File: src/hdl/shortest_job_first_dispatcher_defines.svh
// Assertion macros for the shortest-job-first dispatcher.
// Each macro expects a clock named clk and a reset named rst in scope.
`ifndef SHORTEST_JOB_FIRST_DISPATCHER_DEFINES_SVH
`define SHORTEST_JOB_FIRST_DISPATCHER_DEFINES_SVH

// same-cycle implication
`define SJFD_ASSERT_NOW(lbl, ante, cons, msg) \
  lbl: assert property (@(posedge clk) disable iff (rst) (ante) |-> (cons)) else $error(msg);

// next-cycle implication
`define SJFD_ASSERT_NEXT(lbl, ante, cons, msg) \
  lbl: assert property (@(posedge clk) disable iff (rst) (ante) |=> (cons)) else $error(msg);

`endif

File: src/hdl/sjfd_pkg.sv
// Shared types and codes for the shortest-job-first dispatcher.
// No dependencies; used by sjfd_cell and shortest_job_first_dispatcher.
package sjfd_pkg;

  localparam int EST_W       = 24;
  localparam int ID_W        = 6;
  localparam int ST_W        = 2;
  localparam int CODE_W      = 3;
  localparam int CMD_W       = 2;
  localparam int LIMIT_W     = 7;
  localparam int NRES_W      = 7;
  localparam int MAX_RESULTS = 64;

  // commands
  localparam logic [CMD_W-1:0] CMD_ADD      = 2'd0;
  localparam logic [CMD_W-1:0] CMD_COMPLETE = 2'd1;
  localparam logic [CMD_W-1:0] CMD_DISPATCH = 2'd2;
  localparam logic [CMD_W-1:0] CMD_STATUS   = 2'd3;

  // result codes
  localparam logic [CODE_W-1:0] RES_ADDED       = 3'd0;
  localparam logic [CODE_W-1:0] RES_FULL        = 3'd1;
  localparam logic [CODE_W-1:0] RES_STARTED     = 3'd2;
  localparam logic [CODE_W-1:0] RES_NONE        = 3'd3;
  localparam logic [CODE_W-1:0] RES_COMPLETED   = 3'd4;
  localparam logic [CODE_W-1:0] RES_NOT_RUNNING = 3'd5;
  localparam logic [CODE_W-1:0] RES_STATUS      = 3'd6;
  localparam logic [CODE_W-1:0] RES_EMPTY       = 3'd7;

  // task states
  localparam logic [ST_W-1:0] TS_WAITING = 2'd0;
  localparam logic [ST_W-1:0] TS_RUNNING = 2'd1;
  localparam logic [ST_W-1:0] TS_DONE    = 2'd2;

  // cell operations
  localparam logic [1:0] CELL_HOLD   = 2'd0;
  localparam logic [1:0] CELL_INSERT = 2'd1;
  localparam logic [1:0] CELL_ROTATE = 2'd2;

  typedef struct packed {
    logic [EST_W-1:0] est;
    logic [ID_W-1:0]  id;
    logic [ST_W-1:0]  st;
  } entry_t;

  typedef struct packed {
    logic [1:0] op;
    entry_t     new_entry;
  } cell_ctl_t;

  typedef struct packed {
    logic [CODE_W-1:0] code;
    logic [ID_W-1:0]   id;
    logic [EST_W-1:0]  est;
    logic [ST_W-1:0]   st;
  } result_t;

endpackage

File: src/hdl/sjfd_cell.sv
// One slot of the sorted task chain: holds an entry, inserts or shifts on
// broadcast control, rotates toward the head during scans. Uses sjfd_pkg.
module sjfd_cell (
  input  logic              clk,
  input  sjfd_pkg::cell_ctl_t ctl,
  input  logic              occupied,
  input  logic              left_greater,
  input  sjfd_pkg::entry_t  left_entry,
  input  sjfd_pkg::entry_t  right_entry,
  output logic              greater,
  output sjfd_pkg::entry_t  entry
);
  import sjfd_pkg::*;

  entry_t entry_next;

  // an empty slot sorts after everything
  assign greater = !occupied || (entry.est > ctl.new_entry.est);

  always_comb begin
    entry_next = entry;
    case (ctl.op)
      CELL_INSERT: begin
        if (left_greater) begin
          entry_next = left_entry;
        end else if (greater) begin
          entry_next = ctl.new_entry;
        end
      end
      CELL_ROTATE: entry_next = right_entry;
      default: entry_next = entry;
    endcase
  end

  always_ff @(posedge clk) begin
    entry <= entry_next;
  end

endmodule

File: config.mk
export PLATFORM = sky130hd
export DESIGN_NAME = sjfd_cell
export DESIGN_NICKNAME = d
export VERILOG_FILES = /design/src/hdl/shortest_job_first_dispatcher_defines.svh /design/src/hdl/sjfd_pkg.sv /design/src/hdl/sjfd_cell.sv
export SDC_FILE = /design/constraint.sdc
export NUM_CORES = 1
export LEC_CHECK = 0
export ABC_AREA = 0
export BUFFER_PORTS_ARGS = -buffer_cell sky130_fd_sc_hd__buf_4
export CAP_MARGIN = 10
export CORE_ASPECT_RATIO = 0.9
export CORE_UTILIZATION = 30
export CTS_CLUSTER_SIZE = 16
export DETAILED_ROUTE_END_ITERATION = 7
export PLACE_DENSITY = 0.64
export SYNTH_ARGS = -nofsm -noshare
export SYNTH_HDL_FRONTEND = slang
export SYNTH_SLANG_ARGS = --single-unit
File: constraint.sdc
create_clock -name clk -period 6.1 [get_ports clk]
set_clock_uncertainty 0.05 [all_clocks]
set_input_delay 0.915 -clock clk [delete_from_list [all_inputs] [get_ports clk]]
set_output_delay 0.915 -clock clk [all_outputs]
set_load 0.005 [all_outputs]
==> out/qor.csv <==
stage;metric;value;unit
status;outcome;finished, final reports clean;
grt;antenna_found_initial;0;
route;ant_nets;0;
finish;drive_gt1_share;40.11;%
sta;fmax;0.2628;GHz
finish;post-route-util;48.00;%
sta;setup_viol;0;
synthesis;syn_inst;228;
sta;timing.hold.ws;0.8587;ns
route;drt_iter0_drc;33;
finish;antenna_cells;0;
worst_hold_path;holdPathEnd;entry[9]$_DFFE_PP_;
clocking;clock_latency;0.28;ns
power;cellLeakagePower;1.684;nW
floorplanning;boundaryPins;134;
floorplanning;core;0.007148;mm2
synthesis;synth_area_leaders;edfxtp_1 43%, mux2i_1 14%, ha_1 13%;
run;maxCapViolCount;0;
sta;hold_violations;0;
clocking;htreeDepth;2;
setup_path;reg2reg_from;entry[30]$_DFFE_PP_;
synthesis;synth_cell_type_count;27;
power;pwr-share-comb;30.6;%
grt;grt_overflow;0;
setup_path;reg2reg_depth;5;
grt;grtUsageTotal;14.73;%
setup_path;endpoint_kind;primary output;
setup_path;start_kind;primary input;
finish;register_area;960.9;um2
grt;grt_max_degree;65;
floorplanning;die_area;0.007867;mm2
synthesis;syn_area_per_cell;9.889;um2
floorplanning;die_h;84.25;um
placed_design;dpl.hpwl;4524;um
floorplanning;std_cell_rows;29;
setup_path;rrSetupSlack;3.13;ns
synthesis;synth-seq-cells;32;
synthesis;synth_area;0.002255;mm2
power;power_frac_seq;45.0;%
synthesis;seq_area_frac_synth;42.62;%
sta;drv_slew;0;
worst_hold_path;min_from;right_entry[9];
sta;period_share;62.38;%
sta;setup_tns;0;ns
worst_hold_path;holdPathStages;3;
clocking;cts_made_buffers;5;
synthesis;yosys.area.top_type;edfxtp_1;
setup_path;crit_fanout;2;
finish;final_common_cell;buf_4;
sta;fin_crit;3.805;ns
finish;final_cell_mix;134 x buf_4, 35 x nand2_1, 33 x o21ai_0, 32 x mux2i_1, 32 x edfxtp_1;
power;p_int;467.8;uW
finish;layout.nets;483;
finish;top_regs;entry x32;
grt;grt_pass1_vias;2064;
power;p_sw;173.7;uW
setup_path;r2r_end;entry[17]$_DFFE_PP_;
setup_path;worstPathRequired;5.13;ns
route;routed_wl;5812;um
power;p_per_area;187.0;mW/mm2
synthesis;netlist.area_leader.share;42.62;%
route;vias_per_cell;4.626;
grt;grt_pass1_wl;9239;um
placed_design;portBuffers;133;
power;power;641.5;uW
finish;synthToLayoutAreaGrowth;52.16;%
clocking;clk_pin_slew;0.07;ns
placed_design;gp_congestion;0.7405;
route;dr.pass1.iters;4;
route;drc;0;
clocking;clockBufferDepth;2;
worst_hold_path;hp-class;in -> reg;
sta;worstMarginPinSlew;1.092;ns
clocking;postCtsSetupBuffers;0;
finish;multiInputGateArea;0.001177;mm2
clocking;root_buffer;clkbuf_8;
floorplanning;start_util;31.54;%
synthesis;synth.net_count;353;
clocking;cts_resized;0;
clocking;cts_sinks;32;
setup_path;arrival;2.84;ns
finish;largest_reg_flops;32;
clocking;cts_hold_buf;0;
synthesis;ys_warn_count;0;
finish;top_register;entry;
floorplanning;die_x;93.38;um
sta;rsz0062_at_grt;no;
sta;relSlewSlack;27.05;%
clocking;cts_tree;done;
route;wire_per_inst;12.86;um
power;switching_share;27.08;%
route;via_count;2091;
power;ir_drop;0.09235;mV
finish;nFillCells;708;
setup_path;critical_path_class;in -> out;
power;p_clk_share;24.3;%
logic make-up (layout without fill, tap and decap cells):
group	Yosys count	count (layout)	synth area share, %
AO/OA/AOI/OAI	52	52	12.87
XOR/XNOR	1	1	0.3885
adder cells (fa/ha/maj)	24	24	13.32
buffers and inverters	35	166	5.993
flip-flops	32	32	42.62
multiplexers	32	32	14.21
AND/OR/NAND/NOR	52	52	10.60
synthesized netlist by cell type, drive strengths merged:
master,number
a211o,1
mux2i,32
ha,24
inv,24
nor2,1
buf,3
and2,1
xnor2,1
nor3b,1
o211ai,1
and3,1
nor4,2
nand4,5
nand2,35
nor2b,2
a21o,3
a21boi,1
a21oi,10
or4,1
edfxtp,32
a221oi,1
nand3,3
a211oi,1
clkbuf,8
o21ai,34
power groups by stage:
| stage | registers, mW | clock network (mW) | logic (mW) |
|---|---|---|---|
| 2_1_floorplan | 0.295 | 0 | 0.0843 |
| 3_3_place_gp | 0.293 | 0 | 0.198 |
| 3_5_place_dp | 0.294 | 0 | 0.200 |
| 4_1_cts | 0.289 | 0.162 | 0.201 |
| 5_1_grt | 0.292 | 0.171 | 0.221 |
| 6_report | 0.289 | 0.156 | 0.197 |
worst max-delay path, stage by stage:
cell and delay (ns):
buf_4 0.08, inv_1 0.03, ha_1 0.30, and3_4 0.19, a221oi_2 0.27, nor4_1 0.08
or4_1 0.43, a21oi_1 0.28, o21ai_1 0.12, buf_4 0.15
routing by layer:
layer	vias up	wire [um]	part of all wire, %	global-route usage, %
li1	1077	-	-	-
met5	-	0	0	0
met3	2	629	11	5.707
met2	89	2775	48	25.67
met1	923	2382	41	17.33
met4	0	24	0.41	2.517
final cells by class:
cell class	instances	area share (%)
inverter	24	2.626
multi-input combinational	161	34.32
sequential	32	28.01
clock buffer	7	2.225
tap	93	3.392
clock inverter	1	0.1094
timing repair buffer	134	29.32
metrics by stage:
stage                     setup slack (ns)  instance area, um2  std cells
after floorplan                      2.262                2255        228
after global placement               2.301                3351        444
after detailed placement             2.269                3351        444
after CTS                            2.262                3431        452
after global routing                 2.159                3431        452
final                                2.295                3431        452
how the worst max path moves through the flow:
stage                        from            endpoint  slack [ns]
after global placement    ctl[18]             greater        2.30
after detailed placement  ctl[19]             greater        2.27
after floorplan           ctl[18]  entry[0]$_DFFE_PP_        2.26
after CTS                 ctl[19]             greater        2.26
final                     ctl[18]             greater        2.29
after global routing      ctl[18]             greater        2.16
Note: power is estimated with default switching activity, not from simulation.
